===== src/tde_pkg.sv =====
// Shared types, constants and control codes of the token dictionary name expander.
package tde_pkg;

  // Token byte store and dictionary index sizes.
  localparam int TOKEN_STORE_BYTES = 4096;
  localparam int STORE_AW          = $clog2(TOKEN_STORE_BYTES);
  localparam int INDEX_DEPTH       = 256;
  localparam int INDEX_AW          = $clog2(INDEX_DEPTH);

  // Longest token, counting the bytes walked through in the store.
  localparam int MAX_TOKEN_CHARS = 32;
  localparam int CNT_W           = $clog2(MAX_TOKEN_CHARS + 1);

  // Field widths.
  localparam int CMD_W     = 2;
  localparam int ADDR_W    = 12;
  localparam int VALUE_W   = 12;
  localparam int CHAR_W    = 8;
  localparam int PTR_W     = 12;
  localparam int LEN_W     = 8;
  localparam int MAX_LEN_W = 10;

  localparam logic [MAX_LEN_W-1:0] MAX_LEN_RESET = MAX_LEN_W'(128);

  // Input command codes.
  localparam logic [CMD_W-1:0] CMD_LOAD_TOKEN = 2'd0;
  localparam logic [CMD_W-1:0] CMD_LOAD_INDEX = 2'd1;
  localparam logic [CMD_W-1:0] CMD_START      = 2'd2;
  localparam logic [CMD_W-1:0] CMD_COMPRESSED = 2'd3;

  // One input beat.
  typedef struct packed {
    logic [CMD_W-1:0]   command;
    logic [ADDR_W-1:0]  address;
    logic [VALUE_W-1:0] value;
  } in_item_t;

  // One result beat.
  typedef struct packed {
    logic [CHAR_W-1:0] character;
    logic              last;
  } out_item_t;

  // Commands from the controller to the datapath.
  typedef struct packed {
    logic load_token;   // write a token byte
    logic load_index;   // write an index entry
    logic start;        // open a new symbol
    logic consume;      // take one compressed byte and read its index entry
    logic token_begin;  // load the token pointer and read its first byte
    logic skip;         // drop the first character of the symbol
    logic emit;         // send the current character
    logic term;         // send the terminator and close the symbol
    logic finish;       // close the symbol without a terminator
  } ctrl_cmd_t;

  // Status from the datapath to the controller.
  typedef struct packed {
    logic len_zero;      // start beat carries zero length
    logic bytes_zero;    // no compressed bytes left
    logic finished;      // symbol closed
    logic first_skipped; // first character already dropped
    logic char_zero;     // current token byte is the token end
    logic count_done;    // token length limit reached
    logic room_le1;      // room for the terminator at most
    logic room_zero;     // no room at all
    logic out_free;      // result register can take a beat
  } dp_status_t;

endpackage


===== src/tde_ctrl.sv =====
// Controller state machine of the token dictionary name expander.
module tde_ctrl (
  input  logic                        clk,
  input  logic                        rst,
  input  logic                        item_valid,
  input  logic [tde_pkg::CMD_W-1:0]   command,
  output logic                        item_stall,
  input  tde_pkg::dp_status_t         status,
  output tde_pkg::ctrl_cmd_t          cmd
);

  localparam logic [1:0] ST_IDLE = 2'd0;
  localparam logic [1:0] ST_IDX  = 2'd1;
  localparam logic [1:0] ST_CHR  = 2'd2;
  localparam logic [1:0] ST_TERM = 2'd3;

  logic [1:0] state;
  logic [1:0] state_next;

  // State register.
  always_ff @(posedge clk) begin
    if (rst) begin
      state <= ST_IDLE;
    end else begin
      state <= state_next;
    end
  end

  // Items are taken only while no symbol work is in flight.
  assign item_stall = (state != ST_IDLE);

  // Next state and datapath commands.
  always_comb begin
    state_next = state;
    cmd        = '0;
    case (state)
      ST_IDLE: begin
        if (item_valid) begin
          case (command)
            tde_pkg::CMD_LOAD_TOKEN: begin
              cmd.load_token = 1'b1;
            end
            tde_pkg::CMD_LOAD_INDEX: begin
              cmd.load_index = 1'b1;
            end
            tde_pkg::CMD_START: begin
              cmd.start = 1'b1;
              if (status.len_zero) begin
                state_next = ST_TERM;
              end
            end
            tde_pkg::CMD_COMPRESSED: begin
              if (!status.bytes_zero) begin
                cmd.consume = 1'b1;
                if (!status.finished) begin
                  state_next = ST_IDX;
                end
              end
            end
            default: begin
              state_next = ST_IDLE;
            end
          endcase
        end
      end
      ST_IDX: begin
        cmd.token_begin = 1'b1;
        state_next      = ST_CHR;
      end
      ST_CHR: begin
        // The length limit is checked before the byte itself.
        if (status.count_done || status.char_zero) begin
          state_next = status.bytes_zero ? ST_TERM : ST_IDLE;
        end else if (!status.first_skipped) begin
          cmd.skip = 1'b1;
        end else if (status.room_le1) begin
          state_next = ST_TERM;
        end else if (status.out_free) begin
          cmd.emit = 1'b1;
        end
      end
      ST_TERM: begin
        if (status.room_zero) begin
          cmd.finish = 1'b1;
          state_next = ST_IDLE;
        end else if (status.out_free) begin
          cmd.term   = 1'b1;
          state_next = ST_IDLE;
        end
      end
      default: begin
        state_next = ST_IDLE;
      end
    endcase
  end

endmodule


===== config.mk =====
export PLATFORM = sky130hd
export DESIGN_NAME = tde_ctrl
export DESIGN_NICKNAME = d
export VERILOG_FILES = /design/src/tde_pkg.sv /design/src/tde_ctrl.sv
export SDC_FILE = /design/constraint.sdc
export NUM_CORES = 1
export LEC_CHECK = 0
export BUFFER_PORTS_ARGS = -buffer_cell sky130_fd_sc_hd__clkbuf_2
export CORE_AREA = 4 4 41 43
export CTS_BUF_LIST = sky130_fd_sc_hd__clkbuf_8
export DETAILED_ROUTE_END_ITERATION = 6
export DIE_AREA = 0 0 45 47
export GPL_TIMING_DRIVEN = 0
export PLACE_DENSITY = 0.57
export SYNTH_ARGS = -nofsm -noshare
export SYNTH_HDL_FRONTEND = slang
export SYNTH_SLANG_ARGS = --single-unit
export TNS_END_PERCENT = 5

===== constraint.sdc =====
create_clock -name clk -period 1.15 [get_ports clk]
set_clock_uncertainty 0.05 [all_clocks]
set_input_delay 0.1725 -clock clk [delete_from_list [all_inputs] [get_ports clk]]
set_output_delay 0.1725 -clock clk [all_outputs]
set_load 0.02 [all_outputs]

==> results.sh <==
export IMPL_status="finished with violations"
export IMPL_violations="setup timing"
export IMPL_cts_buffers=3
export IMPL_avgSynthCellArea_sq_um=7.43
export IMPL_wire_per_inst_um=10.8
export IMPL_holdPathEnd="state[0]"
export IMPL_fin_cells=74
export IMPL_dp_final_hpwl_um=630
export IMPL_worstPathCellList="or4b_4 > nor3_4 > clkbuf_8"
export IMPL_cts_tree="done"
export IMPL_arrival_ps=1370
export IMPL_synth_seq_cells=2
export IMPL_setup_violations=12
export IMPL_place_gp_congestion=0.645
export IMPL_routed_wl_um=800
export IMPL_dp_slack_ps=-325
export IMPL_tightest_slew_ps=260
export IMPL_core_area_sq_um=1300
export IMPL_layout_min_cycle_time_ps=1600
export IMPL_grt_pass1_vias=322
export IMPL_r2r_end="state[0]"
export IMPL_antenna_found_initial=0
export IMPL_grtUsageTotal_pct=8.27
export IMPL_reg2reg_slack_ps=-140
export IMPL_irDropWorstVdd_uv=451
export IMPL_dr_first_iter_drc_count=6
export IMPL_fmax_mhz=627
export IMPL_rows=13
export IMPL_cp_start_kind="flip-flop"
export IMPL_cp_required_ps=930
export IMPL_cp_max_fo=8
export IMPL_seq_area_frac_synth_pct=16.8
export IMPL_setup_ws_ps=-445
export IMPL_n_antenna_cell=0
export IMPL_portBuffers=23
export IMPL_hold_viol_final=0
export IMPL_dieWidth_um=45
export IMPL_layout_drive_gt1_share_pct=67.8
export IMPL_setup_tns_ps=-2340
export IMPL_hp_start="rst"
export IMPL_dieArea_sq_um=2120
export IMPL_synth_cells=32
export IMPL_clockRootBuffer="clkbuf_8"
export IMPL_largest_reg_flops=2
export IMPL_path_class="flip-flop to output pin"
export IMPL_first_pass_iters=3
export IMPL_final_util_pct=37.5
export IMPL_clock_sinks=2
export IMPL_grt_overflow=0
export IMPL_dieHeight_um=47
export IMPL_netlist_area_sq_um=238
export IMPL_r2r_start="state[0]"
export IMPL_finalInstanceArea_sq_um=488
export IMPL_crit_path_top_delay_cell="or4b_4"
export IMPL_syn2layout_area_growth_pct=105
export IMPL_regMostFlops="state"
export IMPL_finalPower_mw=0.653
export IMPL_powerDensity_nw_per_um2=1340
export IMPL_min_path_cells=2
export IMPL_placed_cells=70
export IMPL_cts_path_max_buffers=2
export IMPL_critPathLaunch="state[1]"
export IMPL_fill_cells=145
export IMPL_syn_nets=46
export IMPL_grt_max_degree=9
export IMPL_drv_cap=0
export IMPL_clock_latency_ps=210
export IMPL_via_per_inst=4.76
export IMPL_cts_reportedPaths_clkPinSlew_ps=30
export IMPL_route_detailed_drc=0
export IMPL_maxSlewViolCount=0
export IMPL_grt_pass1_wl_um=1220
export IMPL_grt_setup_unrepaired="true"
export IMPL_holdWs_ps=74.8
export IMPL_cp_end_kind="output pin"
export IMPL_post_dp_cell_area_sq_um=393
export IMPL_dr_total_vias=352
export IMPL_final_nets=75
export IMPL_boundaryPins=24
export IMPL_synth_cell_types=21
export IMPL_htreeDepth=1
export IMPL_hold_class="input port to flip-flop"
export IMPL_max_slew_margin_pct=82.6
export IMPL_post_route_period_util_pct=139
export IMPL_reg_top3="state: 2 flops"
export IMPL_antenna_left=0
export IMPL_postCtsHoldBufs=0
export IMPL_rr_worst_depth=5
export IMPL_yosys_warnings=0
export IMPL_max_stage_delay_ps=500
export IMPL_start_util_pct=18.3
export IMPL_power_leakage_nw=0.235
worst max path at each step:
stage               slack [ps]  cells after the start      to
floorplan                 -210                      2  cmd[2]
global placement          -320                      3  cmd[2]
detailed placement        -330                      3  cmd[2]
CTS                       -480                      3  cmd[2]
global route              -480                      3  cmd[2]
finish                    -450                      3  cmd[2]
layer usage:
metal / share of wire [%] / GRT usage (%) / vias to the layer above
met5: 0 / 0 / -
met2: 46 / 13.3 / 19
met3: 9.8 / 2.30 / 2
li1: - / - / 178
met1: 42 / 9.03 / 153
met4: 1.8 / 7.02 / 0
kinds of logic after synthesis:
logic type | Yosys count | share of synthesized area (%)
buf+inv | 3 | 4.74
simple gates | 20 | 56.3
flops | 2 | 16.8
compound gates | 7 | 22.1
cells in the mapped netlist:
cell	n	area [sq um]
nor2b_1	1	6.26
nand4b_1	1	8.76
o21ai_1	1	5.00
nand3b_1	1	7.51
nor3b_1	3	22.5
nor3_1	1	5.00
or4b_4	1	13.8
nor2_1	3	11.3
a21oi_1	1	5.00
or3_1	1	6.26
nor3_2	1	10.0
dfxtp_1	2	40.0
a211oi_1	1	7.51
o21ai_0	1	5.00
inv_1	3	11.3
o211ai_1	1	7.51
o311ai_2	1	16.3
nand2_1	4	15.0
a31oi_1	1	6.26
nor4b_2	1	15.0
and3_1	2	12.5
power by group:
group	switching, mW	internal, mW	total (mW)
Combinational	0.142	0.118	0.260
Clock	0.0547	0.221	0.276
Sequential	0.0255	0.0916	0.117
Total	0.222	0.431	0.653
timing repair:
item / CTS / global route
hold endpoints to repair: 0 / 0
setup endpoints to repair: 11 / 12
buffers inserted: 1 / 0
pin swaps: 2 / 1
gates resized for setup: 9 / 7
final cells by class:
type                    count  area (sq um)  area share, %
clock buffers               3          41.3           8.46
repair buffers             24           149           30.5
multi-input cells          27           220           45.1
inverters                   3          11.3           2.31
flip-flops and latches      2          47.5           9.74
well taps                  15          18.8           3.85
worst max-delay path, delay by kind of cell (launching register included):
| kind | cells | cell delay (ps) |
|---|---|---|
| buf+inv | 1 | 160 |
| flops | 1 | 370 |
| simple gates | 2 | 630 |
layout by cell type, fill, tap and decap left out, drive strengths merged:
cell type,netlist,final
o211ai,1,1
dfxtp,2,2
nor3,2,2
o311ai,1,1
a31oi,1,1
buf,0,4
nand3b,1,1
or3,1,1
nor3b,3,3
nor2b,1,1
nand2,4,4
inv,3,3
nor2,3,3
or4b,1,1
o21ai,2,2
a21oi,1,1
a211oi,1,1
nor4b,1,1
clkbuf,0,23
and3,2,2
nand4b,1,1
Power figures use the tool's default switching activity.
